$ cat config.mk
export PLATFORM = sky130hd
export DESIGN_NAME = tnm_fifo
export DESIGN_NICKNAME = d
export VERILOG_FILES = /design/src/design/tnm_pkg.sv /design/src/design/tnm_fifo.sv
export SDC_FILE = /design/constraint.sdc
export NUM_CORES = 1
export LEC_CHECK = 0
export BUFFER_PORTS_ARGS = -buffer_cell sky130_fd_sc_hd__buf_2
export CAP_MARGIN = 20
export CORE_ASPECT_RATIO = 1.75
export CORE_UTILIZATION = 50
export DETAILED_ROUTE_END_ITERATION = 10
export HOLD_SLACK_MARGIN = 0.15
export PLACE_DENSITY_LB_ADDON = 0.12
export RECOVER_POWER = 100
export SYNTH_ARGS = -nofsm -noshare
export SYNTH_HDL_FRONTEND = slang
export SYNTH_SLANG_ARGS = --single-unit
$ cat constraint.sdc
create_clock -name clock -period 1.85 [get_ports clock]
set_input_delay 0.4625 -clock clock [delete_from_list [all_inputs] [get_ports clock]]
set_output_delay 0.4625 -clock clock [all_outputs]
set_load 0.05 [all_outputs]
$ cat src/design/tnm_pkg.sv
// tag name matcher: shared types, codes and constant name tables
// used by the interfaces, front, queue and back of tag_name_matcher
`timescale 1ns / 1ps
`default_nettype none

package tnm_pkg;

   localparam int OP_W    = 2;
   localparam int CHAR_W  = 8;
   localparam int LEN_W   = 6;
   localparam int INDEX_W = 4;
   localparam int KIND_W  = 2;

   localparam logic [OP_W-1:0] OP_TAG   = 2'd0;
   localparam logic [OP_W-1:0] OP_SUBJ  = 2'd1;
   localparam logic [OP_W-1:0] OP_CLEAR = 2'd2;

   localparam logic [KIND_W-1:0] KIND_TABLE       = 2'd0;
   localparam logic [KIND_W-1:0] KIND_INCLUDEONLY = 2'd1;
   localparam logic [KIND_W-1:0] KIND_ONLYINCLUDE = 2'd2;
   localparam logic [KIND_W-1:0] KIND_NOINCLUDE   = 2'd3;

   localparam int BUILTIN_COUNT = 3;
   localparam int QUEUE_DEPTH   = 4;

   localparam logic [CHAR_W-1:0] CH_TAB   = 8'h09;
   localparam logic [CHAR_W-1:0] CH_LF    = 8'h0A;
   localparam logic [CHAR_W-1:0] CH_FF    = 8'h0C;
   localparam logic [CHAR_W-1:0] CH_CR    = 8'h0D;
   localparam logic [CHAR_W-1:0] CH_SPACE = 8'h20;
   localparam logic [CHAR_W-1:0] CH_SLASH = 8'h2F;
   localparam logic [CHAR_W-1:0] CH_GT    = 8'h3E;
   localparam logic [CHAR_W-1:0] CH_UPPER_A = 8'h41;
   localparam logic [CHAR_W-1:0] CH_UPPER_Z = 8'h5A;
   localparam logic [CHAR_W-1:0] CASE_GAP   = 8'h20;

   typedef logic [0:10][CHAR_W-1:0] name_type;

   localparam name_type NAME_INCLUDEONLY = "includeonly";
   localparam name_type NAME_ONLYINCLUDE = "onlyinclude";
   localparam name_type NAME_NOINCLUDE   = {"noinclude", 16'h0000};

   typedef enum logic [1:0] {
      CMD_TAG,
      CMD_SUBJ,
      CMD_CLEAR
   } cmd_kind_type;

   // subject character as stored: lowercased, with the delimiter tests done up front
   typedef struct packed {
      logic [CHAR_W-1:0] low;
      logic              delim;
      logic              slash;
      logic              gt;
   } subj_entry_type;

   typedef struct packed {
      cmd_kind_type      kind;
      logic [CHAR_W-1:0] raw;
      subj_entry_type    subj;
      logic              last;
   } cmd_type;

   typedef enum logic [2:0] {
      ST_IDLE,
      ST_SETUP,
      ST_DLM_A,
      ST_DLM_B,
      ST_CMP,
      ST_EMIT,
      ST_MISS
   } state_type;

   function automatic logic [CHAR_W-1:0] lower_ascii(input logic [CHAR_W-1:0] c);
      if (c >= CH_UPPER_A && c <= CH_UPPER_Z) begin
         return c + CASE_GAP;
      end
      return c;
   endfunction

   function automatic logic is_delim(input logic [CHAR_W-1:0] c);
      return c == CH_TAB || c == CH_LF || c == CH_FF || c == CH_CR ||
             c == CH_SPACE || c == CH_GT;
   endfunction

   function automatic logic [3:0] builtin_len(input logic [1:0] idx);
      logic [3:0] n;
      unique case (idx)
         2'd0:    n = 4'd11;
         2'd1:    n = 4'd11;
         2'd2:    n = 4'd9;
         default: n = 4'd0;
      endcase
      return n;
   endfunction

   function automatic logic [CHAR_W-1:0] builtin_char(input logic [1:0] idx,
                                                      input logic [3:0] k);
      logic [CHAR_W-1:0] c;
      c = '0;
      if (k <= 4'd10) begin
         unique case (idx)
            2'd0:    c = NAME_INCLUDEONLY[k];
            2'd1:    c = NAME_ONLYINCLUDE[k];
            2'd2:    c = NAME_NOINCLUDE[k];
            default: c = '0;
         endcase
      end
      return c;
   endfunction

endpackage

`default_nettype wire

$ cat src/design/tnm_fifo.sv
// tag name matcher command queue between front and back
// depends on tnm_pkg for the command type and depth
`timescale 1ns / 1ps
`default_nettype none

module tnm_fifo (
   input  logic             clock,
   input  logic             reset,
   input  logic             push,
   input  tnm_pkg::cmd_type push_cmd,
   input  logic             pop,
   output tnm_pkg::cmd_type pop_cmd,
   output logic             full,
   output logic             empty
);
   import tnm_pkg::*;

   localparam int PTR_W = $clog2(QUEUE_DEPTH);
   localparam int CNT_W = $clog2(QUEUE_DEPTH + 1);

   cmd_type            slot_ff [QUEUE_DEPTH];
   logic [PTR_W-1:0]   wr_ptr_ff, wr_ptr_in;
   logic [PTR_W-1:0]   rd_ptr_ff, rd_ptr_in;
   logic [CNT_W-1:0]   count_ff, count_in;

   assign full    = count_ff == CNT_W'(QUEUE_DEPTH);
   assign empty   = count_ff == '0;
   assign pop_cmd = slot_ff[rd_ptr_ff];

   always_comb begin
      wr_ptr_in = push ? wr_ptr_ff + 1'b1 : wr_ptr_ff;
      rd_ptr_in = pop ? rd_ptr_ff + 1'b1 : rd_ptr_ff;
      count_in  = count_ff;
      if (push && !pop) begin
         count_in = count_ff + 1'b1;
      end else if (pop && !push) begin
         count_in = count_ff - 1'b1;
      end
   end

   always_ff @(posedge clock) begin
      if (reset) begin
         wr_ptr_ff <= '0;
         rd_ptr_ff <= '0;
         count_ff  <= '0;
      end else begin
         wr_ptr_ff <= wr_ptr_in;
         rd_ptr_ff <= rd_ptr_in;
         count_ff  <= count_in;
      end
   end

   always_ff @(posedge clock) begin
      if (push) begin
         slot_ff[wr_ptr_ff] <= push_cmd;
      end
   end

endmodule

`default_nettype wire

==> metrics, run 1 <==
status finished, violations left; failing checks setup timing; critical path launch point type flip-flop; Setup CP Type reg -> out; Power Density 1169 nW/um^2; R2R setup slack 0.30 ns; Levels on crit path 3; post-route ant nets 0; Top-Level Pins 50; Root Driver clkbuf_16; hold_ws 0.3858 ns; Worst slew margin 62.56%; postcts setup bufs 0; RSZ-0062 raised after global routing yes; worst setup path endpoint pop_cmd[9]; worst path required time 1.39 ns; Finished Layout Cells 317; final layout net count 260; global-route wire length before repair 9.673 mm; drt total wl 6.170 mm; Post-Place Cell Area 4070 um^2; TritonCTS clock tree built; gpl congestion 0.6671; worst min-delay path category in -> reg; fill count 497; post-synthesis net count 190; crit path cell chain buf_12 > mux4_2 > buf_6; synth top area cells edfxtp_1 73%, mux4_2 12%, dfxtp_1 5.0%; reg2reg end slot_ff[1][19]; Setup WS pre-CTS -0.06144 ns; ant diodes 0; Max Clock Skew 0.006661 ns; YS warnings 0; DRC viols 0; fin worst setup slack -0.1827 ns; largest fanout on the critical path 12; CTS H-tree depth 3; Initial DRC Count 90; Core Box Area 6907 um^2; Yosys cell types 21; Worst-Skew Late Latency 0.33 ns; Via density 5.319; CTS Sinks 97; sw frac 25.02%; wire length per cell 19.46 um; Initial DRT Pass Iterations 4; P_sw 1.297 mW; ratio of cells with drive above 1 in the final layout 32.19%; GRT Residual Overflow 0; IO buf count 49; post-DP HPWL 4.235 mm; Cell Area, Synth 3607 um^2; Layout area overhead 22.89%; die area 7571 um^2; Critical Path Max Stage Delay 0.53 ns; Tot Pwr 5.183 mW; f_max 0.4920 GHz; Worst path top cell family by delay multiplexers; pin count of the biggest net entering global routing 16; Hold Vio Cnt, Final 0; Synth Area per Inst 22.83 um^2; Period Utilization, post-route 109.9%; Flop pwr share 49.4%; worst slew pin tran 0.5616 ns; initial antenna violation count 0; Post-CTS Hold Buffers 0; Design Area, Final 4433 um^2; clock slew at reported path FFs 0.06 ns; CTS Buffer Depth 2; num rows 40; cells on worst reg2reg path 3; Synth Instances 158; register area share after synthesis 78.25%; area share of the largest cell type after synthesis 73.26%; Util after Layout 64.18%; gr usage total 18.69%; CTS resizes 45; number of synthesized register bits 97; internal power 3.887 mW; Fin Setup TNS -3.394 ns; Synth area leader edfxtp_1; vias after detailed routing 1686; Comb pwr share 16.8%; Die Height 114.4 um; Placed Cells 301; HP Start push_cmd[21]; Final setup viols 22; clock buffer count from CTS 9; P_leak 1.501 nW; Die X 66.21 um; Final Max Tran Viols 0; Max-Cap Viols 0; Initial Util 52.23%; fin crit period 2.033 ns; Clk network pwr share 33.8%; worst path arrival time 1.57 ns; CP endpoint kind primary output; slowest CP cell mux4_2; CP Buf/Inv Count 2; vias in the first global route 1872; Crit Reg-Reg Startpoint wr_ptr_ff[0]; VDD IR max 911.1 uV
## worst min-delay path by stage
stage                     endpoint  slack [ns]  cells after the start
floorplan              count_ff[2]        0.48                      2
finish              slot_ff[1][21]        0.39                      1
global placement       count_ff[2]        0.48                      2
global route         slot_ff[3][5]        0.39                      1
CTS                 slot_ff[1][21]        0.34                      1
detailed placement    rd_ptr_ff[1]        0.52                      2
## cell families (layout without fill, tap and decap cells)
kind of cell	count (synthesis)	count (layout)	synth area share, %
multiplexers	24	24	14.50
adder cells (fa/ha/maj)	6	6	2.289
XOR/XNOR	5	5	1.214
buffers and inverters	9	84	1.422
flip-flops	97	97	78.25
AO/OA/AOI/OAI	2	2	0.2772
AND/OR/NAND/NOR	15	15	2.046
## area by class of cell
class                           count  area (um^2)  area share [%]
Tap cell                           84        105.1           2.371
Multi-Input combinational cell     52        735.7           16.60
Inverter                            4        15.01          0.3387
Clock buffer                       10        229.0           5.165
Clock inverter                      6        58.81           1.327
Sequential cell                    97         2826           63.76
Timing Repair Buffer               64        462.9           10.44
## cells in the mapped netlist
cell,count
buf_6,2
or3_1,1
nand2_1,1
mux2i_1,2
nor3_1,1
fa_1,1
buf_2,2
xor2_1,3
nor3b_1,1
mux4_1,2
xnor2_1,2
and2_1,4
a21oi_1,1
clkbuf_1,1
o21ai_0,1
ha_1,5
nor2_1,7
mux4_2,20
inv_1,4
edfxtp_1,88
dfxtp_1,9
## flip-flops by register name (all words and copies together), names as in the netlist, named ones only
signal,flops
wr_ptr_ff,2
rd_ptr_ff,2
count_ff,3
slot_ff,88
## power by group through the flow
stage	logic, mW	registers (mW)	clock network, mW
finish	0.872	2.56	1.75
global route	0.922	2.57	1.87
CTS	0.894	2.56	1.80
detailed placement	0.788	2.61	0
global placement	0.768	2.60	0
floorplan	0.576	2.59	0
## per-layer routing
layer  routed length (um)  global-route usage [%]  vias to the layer above
met1                 2276                   20.78                      855
met5                    0                       0                        -
met3                  236                   4.382                        6
met4                  102                   9.078                        0
li1                     -                       -                      784
met2                 3554                   32.79                       41
## placed cells by master (no fill, tap or decap)
cell type and instances:
ha_1 5, fa_1 1, xnor2_1 2, mux2i_1 2, nor3b_2 1, clkinv_1 1, clkinv_2 2, inv_1 4
buf_2 2, and2_0 4, nand2_1 1, clkinvlp_4 2, a21oi_1 1, dfxtp_4 1, edfxtp_1 88, clkbuf_1 29
buf_4 4, mux4_2 22, o21ai_0 1, buf_6 22, or3_1 1, clkbuf_16 9, dfxtp_1 8, nor3_2 1
xor2_1 3, nor2_1 7, clkbuf_2 6, buf_12 2, bufinv_16 1
## worst register-to-register path, stage by stage, from the launching register on
cell and delay (ns):
dfxtp_1 0.40, ha_1 0.17, and2_0 0.16, clkbuf_1 0.46
Power figures use the tool's default switching activity.
==> inputs of run 2 (changes only) <==
==> constraint.sdc (replaced) <==
create_clock -name clock -period 1.85 [get_ports clock]
set_input_delay 0.2775 -clock clock [delete_from_list [all_inputs] [get_ports clock]]
set_output_delay 0.2775 -clock clock [all_outputs]
set_load 0.05 [all_outputs]
==> run 2 against run 1 <==
Net effect:
- the flow still finishes with violations (setup timing)
- worst hold slack lost 0.18 ns
- critical endpoint is now pop_cmd[0]
- fmax grew 8.3%
- core utilization shrank 0.091 points
- non-clock buffer count shrank 2
- clock power shrank 9%
- final area shrank 0.14%
- combinational power grew 1%
- cell count shrank 0.63%
- sequential cell count is the same
==> metrics, run 2 (synthesis results as in run 1) <==
RSZ-0062 raised after global routing yes; largest fanout on the critical path 9 (-3); Die Height 114.4 um (unchanged); worst slew pin tran 0.6863 ns (+0.1247 ns); Clk network pwr share 31.5% (-2.3 points); Core Box Area 6907 um^2 (unchanged); Largest regs slot_ff: 88 flops, count_ff: 3 flops; ratio of cells with drive above 1 in the final layout 29.87% (-2.3 points); failing checks setup timing; Final setup viols 17 (-23%); wire length per cell 19.32 um (-0.72%); Initial Util 52.23% (unchanged); fill count 492 (-1.0%); Hold Vio Cnt, Final 0 (unchanged); num rows 40 (unchanged); critical path launch point type flip-flop; Setup CP Type reg -> out; most frequent cells in the layout 88 x edfxtp_1, 26 x clkbuf_1, 22 x mux4_2; P_sw 1.281 mW (-1.3%); CTS Buffer Depth 2 (unchanged); worst path arrival time 1.60 ns (+0.03 ns); f_max 0.5330 GHz (+8.3%); Critical Path Max Stage Delay 0.52 ns (about the same); IO buf count 49 (unchanged); CP endpoint kind primary output; drt total wl 6.087 mm (-1.3%); worst min-delay path category in -> reg; Initial DRC Count 105 (+17%); die area 7571 um^2 (unchanged); Post-Place Cell Area 3995 um^2 (-1.8%); clock buffer count from CTS 9 (unchanged); slowest CP cell mux4_2; Tot Pwr 5.034 mW (-2.9%); Initial DRT Pass Iterations 4 (unchanged); final layout net count 258 (-0.77%); P_leak 1.503 nW (+0.13%); Largest Register slot_ff; vias in the first global route 1846 (-1.4%); clock slew at reported path FFs 0.06 ns (about the same); Layout area overhead 22.72%; global-route wire length before repair 9.715 mm (+0.43%); Comb pwr share 17.5% (+0.7 points); fin crit period 1.876 ns (-0.1566 ns); Max-Cap Viols 0 (unchanged); postcts setup bufs 0 (unchanged); Period Utilization, post-route 101.4% (-8.5 points); internal power 3.754 mW (-3.4%); CTS H-tree depth 3 (unchanged); Max Clock Skew 0.005665 ns (-0.0009958 ns); Top-Level Pins 50 (unchanged); Final Max Tran Viols 0 (unchanged); Util after Layout 64.09% (-0.091 points); Flop pwr share 50.9% (+1.5 points); Worst slew margin 54.25% (-8.3 points); Worst-Skew Late Latency 0.34 ns (about the same); gpl congestion 0.6353 (-4.8%); initial antenna violation count 0 (unchanged); hold_ws 0.2078 ns (-0.1780 ns); Placed Cells 294 (-2.3%); CTS Sinks 97 (unchanged); vias after detailed routing 1711 (+1.5%); pin count of the biggest net entering global routing 23 (+7); sw frac 25.44% (+0.42 points); Via density 5.432 (+2.1%); worst path required time 1.57 ns (+0.18 ns); max reg flops 88 (unchanged); DRC viols 0 (unchanged); Die X 66.21 um (unchanged); post-route ant nets 0 (unchanged); most common cell after layout, fill and taps aside edfxtp_1; post-DP HPWL 3.894 mm (-8.1%); GRT Residual Overflow 0 (unchanged); Finished Layout Cells 315 (-0.63%); cells on worst reg2reg path 4 (+1); gr usage total 18.87% (+0.18 points); crit path cell chain buf_12 > mux4_2 > buf_6; Root Driver clkbuf_16; VDD IR max 723.8 uV (-21%); Power Density 1137 nW/um^2 (-2.7%); status finished, violations left; TritonCTS clock tree built; Design Area, Final 4427 um^2 (-0.14%); hold depth 2 (+1); ant diodes 0 (unchanged); fin worst setup slack -0.02609 ns (+0.1566 ns)
## run 2: critical path: cells and delay by family (launching register included)
kind     cells  cell delay (ns)
buf+inv      2             0.33
flops        1             0.41
mux          1             0.52
## run 2: power by group through the flow
stage | Clock (mW) | Combinational [mW] | Sequential (mW)
final | 1.59 | 0.883 | 2.56
after global routing | 1.71 | 0.935 | 2.57
after CTS | 1.63 | 0.907 | 2.56
after detailed placement | 0 | 0.767 | 2.60
after global placement | 0 | 0.749 | 2.59
after floorplan | 0 | 0.573 | 2.59
## run 2: final cells by class
type | instances | area, um^2 | area share (%)
Clock inverter | 5 | 22.52 | 0.5088
Tap cell | 84 | 105.1 | 2.374
Timing Repair Buffer | 62 | 499.2 | 11.28
Multi-Input combinational cell | 52 | 725.7 | 16.39
Sequential cell | 97 | 2826 | 63.85
Inverter | 4 | 15.01 | 0.3392
Clock buffer | 11 | 232.7 | 5.257
## run 2: routing by layer
metal	wire length, um	vias up	track usage [%]
li1	-	779	-
met1	2228	881	20.82
met2	3460	44	32.52
met3	274	7	5.976
met4	124	0	8.511
met5	0	-	0
## run 2: what timing repair did
action | in CTS | in global routing
setup endpoints to repair | 22 | 22
cloned | 1 | 0
hold buffers | 4 | 0
hold endpoints to repair | 13 | 0
resized for setup | 52 | 0
## run 2: stage by stage
| stage | TNS [ns] | worst slack [ns] |
|---|---|---|
| floorplan | 0 | 0.07068 |
| global placement | 0 | 0.1458 |
| detailed placement | 0 | 0.02811 |
| CTS | -0.7350 | -0.05524 |
| global route | -1.518 | -0.09040 |
| finish | -0.2541 | -0.02609 |
## run 2: worst paths after layout
path           startpoint             end  slack [ns]
max             flip-flop      pop_cmd[0]       -0.03
min                 reset    wr_ptr_ff[0]        0.21
max reg2reg  wr_ptr_ff[0]  slot_ff[2][17]        0.22
min reg2reg  rd_ptr_ff[1]    rd_ptr_ff[1]        0.55
