==> src/design/tnm_pkg.sv <==
// tag name matcher: shared types, codes and constant name tables
// used by the interfaces, front, queue and back of tag_name_matcher
`timescale 1ns / 1ps
`default_nettype none

package tnm_pkg;

   localparam int OP_W    = 2;
   localparam int CHAR_W  = 8;
   localparam int LEN_W   = 6;
   localparam int INDEX_W = 4;
   localparam int KIND_W  = 2;

   localparam logic [OP_W-1:0] OP_TAG   = 2'd0;
   localparam logic [OP_W-1:0] OP_SUBJ  = 2'd1;
   localparam logic [OP_W-1:0] OP_CLEAR = 2'd2;

   localparam logic [KIND_W-1:0] KIND_TABLE       = 2'd0;
   localparam logic [KIND_W-1:0] KIND_INCLUDEONLY = 2'd1;
   localparam logic [KIND_W-1:0] KIND_ONLYINCLUDE = 2'd2;
   localparam logic [KIND_W-1:0] KIND_NOINCLUDE   = 2'd3;

   localparam int BUILTIN_COUNT = 3;
   localparam int QUEUE_DEPTH   = 4;

   localparam logic [CHAR_W-1:0] CH_TAB   = 8'h09;
   localparam logic [CHAR_W-1:0] CH_LF    = 8'h0A;
   localparam logic [CHAR_W-1:0] CH_FF    = 8'h0C;
   localparam logic [CHAR_W-1:0] CH_CR    = 8'h0D;
   localparam logic [CHAR_W-1:0] CH_SPACE = 8'h20;
   localparam logic [CHAR_W-1:0] CH_SLASH = 8'h2F;
   localparam logic [CHAR_W-1:0] CH_GT    = 8'h3E;
   localparam logic [CHAR_W-1:0] CH_UPPER_A = 8'h41;
   localparam logic [CHAR_W-1:0] CH_UPPER_Z = 8'h5A;
   localparam logic [CHAR_W-1:0] CASE_GAP   = 8'h20;

   typedef logic [0:10][CHAR_W-1:0] name_type;

   localparam name_type NAME_INCLUDEONLY = "includeonly";
   localparam name_type NAME_ONLYINCLUDE = "onlyinclude";
   localparam name_type NAME_NOINCLUDE   = {"noinclude", 16'h0000};

   typedef enum logic [1:0] {
      CMD_TAG,
      CMD_SUBJ,
      CMD_CLEAR
   } cmd_kind_type;

   // subject character as stored: lowercased, with the delimiter tests done up front
   typedef struct packed {
      logic [CHAR_W-1:0] low;
      logic              delim;
      logic              slash;
      logic              gt;
   } subj_entry_type;

   typedef struct packed {
      cmd_kind_type      kind;
      logic [CHAR_W-1:0] raw;
      subj_entry_type    subj;
      logic              last;
   } cmd_type;

   typedef enum logic [2:0] {
      ST_IDLE,
      ST_SETUP,
      ST_DLM_A,
      ST_DLM_B,
      ST_CMP,
      ST_EMIT,
      ST_MISS
   } state_type;

   function automatic logic [CHAR_W-1:0] lower_ascii(input logic [CHAR_W-1:0] c);
      if (c >= CH_UPPER_A && c <= CH_UPPER_Z) begin
         return c + CASE_GAP;
      end
      return c;
   endfunction

   function automatic logic is_delim(input logic [CHAR_W-1:0] c);
      return c == CH_TAB || c == CH_LF || c == CH_FF || c == CH_CR ||
             c == CH_SPACE || c == CH_GT;
   endfunction

   function automatic logic [3:0] builtin_len(input logic [1:0] idx);
      logic [3:0] n;
      unique case (idx)
         2'd0:    n = 4'd11;
         2'd1:    n = 4'd11;
         2'd2:    n = 4'd9;
         default: n = 4'd0;
      endcase
      return n;
   endfunction

   function automatic logic [CHAR_W-1:0] builtin_char(input logic [1:0] idx,
                                                      input logic [3:0] k);
      logic [CHAR_W-1:0] c;
      c = '0;
      if (k <= 4'd10) begin
         unique case (idx)
            2'd0:    c = NAME_INCLUDEONLY[k];
            2'd1:    c = NAME_ONLYINCLUDE[k];
            2'd2:    c = NAME_NOINCLUDE[k];
            default: c = '0;
         endcase
      end
      return c;
   endfunction

endpackage

`default_nettype wire

==> src/design/tnm_if.sv <==
// tag name matcher: request and response channel interfaces
// valid/ready handshake; payload widths come from tnm_pkg
`timescale 1ns / 1ps
`default_nettype none

interface tnm_req_if;
   import tnm_pkg::*;
   logic              valid;
   logic              ready;
   logic [OP_W-1:0]   opcode;
   logic [CHAR_W-1:0] char_value;
   logic              last_char;

   modport source (output valid, opcode, char_value, last_char, input ready);
   modport sink   (input valid, opcode, char_value, last_char, output ready);
endinterface


`default_nettype wire

==> src/design/tnm_front.sv <==
// tag name matcher front: takes request beats and classifies them into commands
// depends on tnm_pkg and tnm_req_if; feeds tnm_fifo
`timescale 1ns / 1ps
`default_nettype none

module tnm_front (
   tnm_req_if.sink          req_if,
   input  logic             queue_full,
   output logic             queue_push,
   output tnm_pkg::cmd_type queue_cmd
);
   import tnm_pkg::*;

   logic known_op;

   assign req_if.ready = !queue_full;

   always_comb begin
      known_op       = 1'b1;
      queue_cmd.kind = CMD_CLEAR;
      unique case (req_if.opcode)
         OP_TAG:   queue_cmd.kind = CMD_TAG;
         OP_SUBJ:  queue_cmd.kind = CMD_SUBJ;
         OP_CLEAR: queue_cmd.kind = CMD_CLEAR;
         default:  known_op = 1'b0;
      endcase
      queue_cmd.raw        = req_if.char_value;
      queue_cmd.subj.low   = lower_ascii(req_if.char_value);
      queue_cmd.subj.delim = is_delim(req_if.char_value);
      queue_cmd.subj.slash = req_if.char_value == CH_SLASH;
      queue_cmd.subj.gt    = req_if.char_value == CH_GT;
      queue_cmd.last       = req_if.last_char;
   end

   // the unused opcode is taken and dropped here
   assign queue_push = req_if.valid && !queue_full && known_op;

endmodule

`default_nettype wire

==> src/flat_wrapper.sv <==
// flat-port wrapper written by rule: the top's interface ports become plain ports
module tnm_front_flat import tnm_pkg::*;
  (queue_full, queue_push, queue_cmd, req_if_valid, req_if_opcode, req_if_char_value, req_if_last_char, req_if_ready);
  tnm_req_if req_if_i ();
  input  logic queue_full;
  output logic queue_push;
  output tnm_pkg::cmd_type queue_cmd;
  input wire logic [$bits(req_if_i.valid)-1:0] req_if_valid;
  input wire logic [$bits(req_if_i.opcode)-1:0] req_if_opcode;
  input wire logic [$bits(req_if_i.char_value)-1:0] req_if_char_value;
  input wire logic [$bits(req_if_i.last_char)-1:0] req_if_last_char;
  output wire logic [$bits(req_if_i.ready)-1:0] req_if_ready;
  assign req_if_i.valid = req_if_valid;
  assign req_if_i.opcode = req_if_opcode;
  assign req_if_i.char_value = req_if_char_value;
  assign req_if_i.last_char = req_if_last_char;
  assign req_if_ready = req_if_i.ready;
  tnm_front u_core (.req_if(req_if_i), .queue_full(queue_full), .queue_push(queue_push), .queue_cmd(queue_cmd));
endmodule
==> config.mk <==
export PLATFORM = sky130hd
export DESIGN_NAME = tnm_front_flat
export DESIGN_NICKNAME = d
export VERILOG_FILES = /design/src/design/tnm_pkg.sv /design/src/design/tnm_if.sv /design/src/design/tnm_front.sv /design/src/flat_wrapper.sv
export SDC_FILE = /design/constraint.sdc
export NUM_CORES = 1
export LEC_CHECK = 0
export BUFFER_PORTS_ARGS = -buffer_cell sky130_fd_sc_hd__buf_2
export CORE_AREA = 2 2 39 41
export DETAILED_ROUTE_END_ITERATION = 10
export DIE_AREA = 0 0 41 43
export PLACE_DENSITY_LB_ADDON = 0.2
export SLEW_MARGIN = 40
export SYNTH_ARGS = -nofsm -noshare
export SYNTH_HDL_FRONTEND = slang
export SYNTH_SLANG_ARGS = --single-unit
==> constraint.sdc <==
create_clock -name vclk -period 1.58
set_clock_uncertainty 0.05 [all_clocks]
set_input_delay 0.316 -clock vclk [all_inputs]
set_output_delay 0.316 -clock vclk [all_outputs]
set_load 0.05 [all_outputs]
==> results of run 1 <==
-- worst min path at each step --
| stage | start | end | slack, ns | cells past startpoint |
|---|---|---|---|---|
| detailed placement | req_if_last_char | queue_cmd[0] | 0.58 | 0 |
| floorplan | req_if_char_value[0] | queue_cmd[1] | 0.64 | 1 |
| global placement | req_if_last_char | queue_cmd[0] | 0.58 | 0 |
| global route | req_if_last_char | queue_cmd[0] | 0.58 | 0 |
| finish | req_if_last_char | queue_cmd[0] | 0.58 | 0 |
| CTS | req_if_last_char | queue_cmd[0] | 0.58 | 0 |
-- per-stage QoR --
step	instances	utilization, %	setup slack (ns)
floorplan	40	-	-0.1773
global placement	86	38.07	-0.5000
detailed placement	86	38.07	-0.5259
CTS	86	40.42	-0.4071
global route	86	43.13	-0.4195
finish	86	43.13	-0.3953
-- area by class of cell --
type	count	area, µm²	area share [%]
Timing Repair Buffer	45	314.1	52.62
Inverter	2	7.507	1.258
Multi-Input combinational cell	23	255.2	42.77
Tap cell	16	20.02	3.354
-- per-layer routing --
layer / track usage, % / routed length (µm)
met5: 0 / 0
met4: 0 / 0
met3: 0.5236 / 62
met2: 20.00 / 518
met1: 13.92 / 349
-- cell usage in the layout, fill, tap and decap left out, drive strengths merged, types with 2 or more instances in the layout --
cell	Yosys	final
buf	14	45
inv	2	2
nand2	2	2
nand4	2	2
nor3b	2	2
o21bai	2	2
-- power breakdown --
part | switching, mW | total, mW | internal [mW]
logic | 0.154 | 0.233 | 0.0793
clock network | 0 | 0 | 0
registers | 0 | 0 | 0
-- what timing repair did --
| item | CTS | global route |
|---|---|---|
| gates resized for setup | 10 | 12 |
| endpoints found under the hold margin | 0 | 0 |
| pin swaps | 1 | 3 |
| endpoints found under the setup margin | 6 | 6 |
-- cells by family after synthesis --
| group | count (synthesis) |
|---|---|
| compound gates | 7 |
| buf+inv | 17 |
| fa+ha+maj | 1 |
| simple gates | 15 |
==> metrics.md, run 1 <==
| Metric | Value |
|---|---|
| Max Cap Violations | 0 |
| Post-synth top area share | 37.67% |
| Synth Area in XOR/XNOR | 0% |
| Routability cong. | 0.7257 |
| Peak supply drop | 0.1323 mV |
| Yosys warning count | 0 |
| Number of cells on the critical path | 5 |
| Tot Pwr | 0.2333 mW |
| Postcts setup bufs | 0 |
| Largest family of logic cells by synthesized area | buffers and inverters |
| Top cells by area, synth | buf_4, nor3b_1, o21bai_1 |
| Core area | 1384 µm² |
| Post-synth top area cell | buf_4 |
| Status | finished, violations left |
| CP Launch Type | input port |
| Layout Nets | 86 |
| CP Data Required Time | 1.21 ns |
| Routed Wire Length | 931 µm |
| Most instantiated library cell after synthesis | buf_4 |
| Mux share of post-synthesis cell area | 0% |
| DR vias | 377 |
| Kind of cell adding the most delay to the critical path | simple AND/OR/NAND/NOR gates |
| Slew of the pin with the lowest slew margin | 0.3009 ns |
| Type of the most critical hold path | input port to output port |
| Seq cells | 0 |
| Cts hold-fix bufs | 0 |
| Post-Syn Area per Cell | 6.975 µm² |
| Final Critical Period | 1.975 ns |
| DRC Markers | 0 |
| CP Launch Point | req_if_char_value[4] |
| Fin crit share | 125.0% |
| Slew margin rel. | 79.76% |
| Filler cells | 146 |
| Worst Slack Setup Final | -0.3953 ns |
| Count of final setup violators | 5 |
| Netlist cell types | 22 |
| First-pass GRT wire length | 1428 µm |
| DP Area | 526.8 µm² |
| Crit-path cells | buf_6, or4_4, or3b_4, o311ai_4, buf_6 |
| Worst Setup EP | queue_cmd[3] |
| Area fraction in compound gates after synthesis | 18.39% |
| Max Freq | 506.3 MHz |
| Layout cells sized above 1 | 78.57% |
| PortBufs | 35 |
| Simple-gate share of the synthesized area | 35.43% |
| Die footprint | 1763 µm² |
| Adder-Cell Fraction of Synth Area | 4.484% |
| Routed WL per cell | 10.83 µm |
| Syn Std Cell Area | 279.0 µm² |
| Final hold vios | 0 |
| Post-DRT Antenna Nets | 0 |
| Finished layout cell area | 596.8 µm² |
| Gate Count Post-Synth | 40 |
| Sequential area share after synthesis | 0% |
| Height of the die | 43 µm |
| Worst path buffer plus inverter count | 2 |
| Num ports | 37 |
| Initial Util | 20.16% |
| Pwr Density | 390.8 nW/µm² |
| CP max stage delay | 0.53 ns |
| RSZ-0062 raised after global routing | true |
| Initial antenna violation count | 0 |
| Global Route Usage Sum | 10.89% |
| Die X | 41 µm |
| Leakage | 0.3112 nW |
| Vias in the first global route | 344 |
| Worst EP arrival | 1.61 ns |
| CP endpoint kind | output port |
| Largest net degree at the start of global routing | 9 |
| GRT Residual Overflow | 0 |
| Detailed placement HPWL | 802.2 µm |
| Cell mode on critical path | buf_6 |
| Mapped Nets | 54 |
| Crit Path Category | input port to output port |
| Num rows | 14 |
| Starting DRC count in detailed routing | 0 |
| Setup TNS | -1.328 ns |
| Violated checks | setup timing |
| Max-slew violation count | 0 |
| FF+latch area | 0 µm² |
| Critical-path top delay cell | or4_4 |
| Hold Worst Slack | 0.5826 ns |
| Vias/cell | 4.384 |
| # clk buffers | 0 |
| Crit path max fanout | 2 |
| Synth-to-Final Area Change | 113.9% |
| 1st-pass router iterations | 1 |
| N_diodes | 0 |
(Power assumes the default switching activity.)
==> inputs of run 2 (changes only) <==
--- a/config.mk
+++ b/config.mk
@@ -5,10 +5,10 @@
 export SDC_FILE = /design/constraint.sdc
 export NUM_CORES = 1
 export LEC_CHECK = 0
-export BUFFER_PORTS_ARGS = -buffer_cell sky130_fd_sc_hd__buf_2
-export CORE_AREA = 2 2 39 41
+export CORE_AREA = 10 10 47 49
 export DETAILED_ROUTE_END_ITERATION = 10
-export DIE_AREA = 0 0 41 43
+export DIE_AREA = 0 0 57 59
+export DONT_BUFFER_PORTS = 1
 export PLACE_DENSITY_LB_ADDON = 0.2
 export SLEW_MARGIN = 40
 export SYNTH_ARGS = -nofsm -noshare
==> metrics.md, run 2 (synthesis gave the netlist of run 1 again) <==
| Metric | Value |
|---|---|
| Height of the die | 59 µm |
| Leakage | 0.1549 nW |
| Layout cells sized above 1 | 55.88% |
| Max-slew violation count | 0 |
| Status | finished, violations left |
| Violated checks | setup timing |
| 1st-pass router iterations | 2 |
| Worst Slack Setup Final | -0.2900 ns |
| Largest net degree at the start of global routing | 10 |
| CP Data Required Time | 1.21 ns |
| Worst EP arrival | 1.50 ns |
| N_diodes | 0 |
| PortBufs | 0 |
| Post-DRT Antenna Nets | 0 |
| Final Critical Period | 1.870 ns |
| Crit path max fanout | 7 |
| Num rows | 14 |
| CP endpoint kind | output port |
| Slew margin rel. | 75.82% |
| Hold Worst Slack | 0.5820 ns |
| Tot Pwr | 0.09442 mW |
| CP Launch Type | input port |
| Max Cap Violations | 0 |
| Vias/cell | 5.220 |
| RSZ-0062 raised after global routing | true |
| Num ports | 37 |
| FF+latch area | 0 µm² |
| Pwr Density | 232.9 nW/µm² |
| Routed WL per cell | 17.86 µm |
| DRC Markers | 0 |
| Cts hold-fix bufs | 0 |
| Vias in the first global route | 292 |
| CP max stage delay | 0.52 ns |
| Slew of the pin with the lowest slew margin | 0.3618 ns |
| Starting DRC count in detailed routing | 1 |
| Detailed placement HPWL | 744.2 µm |
| Initial Util | 19.91% |
| Commonest cells after routing, fill and taps aside | buf_12, buf_4 |
| GRT Residual Overflow | 0 |
| Routability cong. | 0.7607 |
| Final hold vios | 0 |
| First-pass GRT wire length | 1449 µm |
| Hold_sp | req_if_char_value[0] |
| CP Launch Point | req_if_char_value[4] |
| Kind of cell adding the most delay to the critical path | simple AND/OR/NAND/NOR gates |
| Cell count of the worst hold path | 0 |
| Initial antenna violation count | 0 |
| Routed Wire Length | 893 µm |
| Crit-path cells | or4_4, or3b_4, o311ai_4, buf_12 |
| # clk buffers | 0 |
| Critical-path top delay cell | or4_4 |
| DR vias | 261 |
| Number of cells on the critical path | 4 |
| Crit Path Category | input port to output port |
| Synth-to-Final Area Change | 45.29% |
| Max Freq | 534.8 MHz |
| Core area | 1401 µm² |
| Worst path buffer plus inverter count | 1 |
| Finished layout cell area | 405.4 µm² |
| Type of the most critical hold path | input port to output port |
| Die X | 57 µm |
| Seq cells | 0 |
| Filler cells | 154 |
| Peak supply drop | 0.05223 mV |
| Die footprint | 3363 µm² |
| DP Area | 386.6 µm² |
| Count of final setup violators | 4 |
| Global Route Usage Sum | 4.961% |
| Fin crit share | 118.4% |
| Layout Nets | 50 |
run 2: area by class of cell:
cell class	count	area, µm²	area share (%)
tap	16	20.02	4.938
multi-input combinational	23	256.5	63.27
inverter	2	7.507	1.852
timing repair buffer	9	121.4	29.94
run 2: metal layers:
metal	wire [µm]	vias up	global-route usage, %	part of all wire [%]
li1	-	121	-	-
met3	169	0	3.863	19
met5	0	-	0	0
met2	458	18	9.767	51
met4	0	0	0.3356	0
met1	265	122	3.901	30
run 2: what timing repair did:
item,4_1_cts,5_1_grt
gates resized for setup,2,0
endpoints found under the hold margin,0,0
pin swaps,3,0
endpoints found under the setup margin,4,4
setup buffers,1,0
run 2: metrics by stage:
stage	worst slack, ns	setup TNS (ns)	instances	utilization [%]
5_1_grt	-0.3151	-0.9041	50	28.93
6_report	-0.2900	-0.7818	50	28.93
2_1_floorplan	-0.1773	-0.6730	40	-
4_1_cts	-0.2907	-0.7880	50	28.93
3_3_place_gp	-0.2798	-0.5818	49	27.59
3_5_place_dp	-0.2980	-0.6148	49	27.59
run 2: worst paths after layout:
check	end	slack (ns)
worst max-delay path	queue_cmd[3]	-0.29
worst min-delay path	queue_cmd[12]	0.58
run 2: report_power, final:
| group | internal [mW] | switching [mW] | leakage, nW |
|---|---|---|---|
| Combinational | 0.0385 | 0.0559 | 0.155 |
| Sequential | 0 | 0 | 0 |
| Clock | 0 | 0 | 0 |
==> inputs of run 3 (changes only) <==
==> constraint.sdc (replaced) <==
create_clock -name vclk -period 1.58
set_clock_uncertainty 0.05 [all_clocks]
set_input_delay 0.158 -clock vclk [all_inputs]
set_output_delay 0.158 -clock vclk [all_outputs]
set_load 0.05 [all_outputs]
==> metrics.md, run 3 (synthesis gave the netlist of run 1 again) <==
| Metric | Value |
|---|---|
| Max Freq | 635.8 MHz |
| Final Critical Period | 1.573 ns |
| Worst hold endpoint | queue_cmd[16] |
| Worst Slack Setup Final | 0.007209 ns |
| Seq cells | 0 |
| Peak supply drop | 0.1413 mV |
| Most common cell after layout, fill and taps aside | buf_4 |
| Crit path max fanout | 7 |
| Routed Wire Length | 818 µm |
| Type of the most critical hold path | input port to output port |
| DP Area | 287.8 µm² |
| Hold_sp | req_if_char_value[4] |
| Initial antenna violation count | 0 |
| Final cell count without fillers | 50 |
| Filler cells | 168 |
| # clk buffers | 0 |
| DRC Markers | 0 |
| Worst EP arrival | 1.36 ns |
| Final hold vios | 0 |
| Layout cells sized above 1 | 41.18% |
| Pwr Density | 270.0 nW/µm² |
| Final design utilization | 21.70% |
| Max-slew violation count | 0 |
| CP Launch Type | input port |
| Slew of the pin with the lowest slew margin | 0.3060 ns |
| FF+latch area | 0 µm² |
| CP Data Required Time | 1.37 ns |
| Core area | 1401 µm² |
| Count of final setup violators | 0 |
| Synth-to-Final Area Change | 8.969% |
| Postcts setup bufs | 0 |
| DP Cell Count | 50 |
| Largest net degree at the start of global routing | 10 |
| Finished layout cell area | 304.0 µm² |
| CP max stage delay | 0.52 ns |
| GRT Residual Overflow | 0 |
| Crit-path cells | or4_4, or3b_4, o311ai_4, buf_6 |
| DR vias | 259 |
| Initial Util | 19.91% |
| Cell count of the worst hold path | 0 |
| PortBufs | 0 |
| RSZ-0062 raised after global routing | true |
| First-pass GRT wire length | 1290 µm |
| Fin crit share | 99.54% |
| Post-DRT Antenna Nets | 0 |
| Detailed placement HPWL | 717 µm |
| Num ports | 37 |
| Leakage | 0.1247 nW |
| Height of the die | 59 µm |
| Area of the multi-input gates | 192.7 µm² |
| Critical-path top delay cell | or4_4 |
| Commonest cells after routing, fill and taps aside | buf_4, nand2_1, o21bai_1, inv_1, nand4_1 |
| Slew margin rel. | 79.60% |
| Vias in the first global route | 284 |
| 1st-pass router iterations | 2 |
| Layout Nets | 50 |
| Num rows | 14 |
| Die footprint | 3363 µm² |
| CP endpoint kind | output port |
| Vias/cell | 5.180 |
| Routed WL per cell | 16.36 µm |
| Status | complete, no violations |
| Die X | 57 µm |
| Tot Pwr | 0.08210 mW |
| Global Route Usage Sum | 4.432% |
| Crit Path Category | input port to output port |
| DP Worst Slack | -0.01321 ns |
| Max Cap Violations | 0 |
| Hold Worst Slack | 0.2660 ns |
| N_diodes | 0 |
| Routability cong. | 0.6774 |
| Setup TNS | 0 ns |
| Starting DRC count in detailed routing | 17 |
==> run 3: cell counts in the layout (fill, tap and decap cells not counted) <==
Identical to the previous run, type by type.
==> run 3: worst max-delay path by stage <==
stage                               from            end  cells past startpoint  slack (ns)
finish              req_if_char_value[4]   queue_cmd[3]                      4       0.007
global route        req_if_char_value[4]  queue_cmd[10]                      4       -0.03
CTS                 req_if_char_value[4]   queue_cmd[3]                      4        0.01
detailed placement  req_if_char_value[4]   queue_cmd[3]                      4       -0.01
global placement    req_if_char_value[4]   queue_cmd[3]                      4      -0.005
floorplan           req_if_char_value[6]   queue_cmd[3]                      3       0.009
==> run 3: report_power, final <==
part / leakage (nW) / switching [mW] / internal, mW
clock network: 0 / 0 / 0
logic: 0.125 / 0.0511 / 0.0310
registers: 0 / 0 / 0
total: 0.125 / 0.0511 / 0.0310
==> run 3: worst max-delay path, delay by kind of cell <==
kind | cells | cell delay (ns)
AO/OA/AOI/OAI | 1 | 0.09
buffers and inverters | 1 | 0.20
AND/OR/NAND/NOR | 2 | 0.91
==> run 3: metal layers <==
metal  routed length [µm]  vias to the layer above  share of wire (%)  track usage [%]
met5                    0                        -                  0                0
met2                  440                       17                 54            9.147
li1                     -                      119                  -                -
met3                  130                        0                 16            3.433
met1                  248                      123                 30            3.286
met4                    0                        0                  0                0
==> run 3: cell type report <==
type	instances	area share (%)
Multi-Input combinational cell	23	63.37
Tap cell	16	6.584
Inverter	2	2.469
Timing Repair Buffer	9	27.57
==> run 3: repair_timing <==
item,in CTS,in global routing
hold endpoints to repair,0,0
setup endpoints to repair,1,2
pin swaps,0,0
resized for setup,1,2
hold buffers,0,0
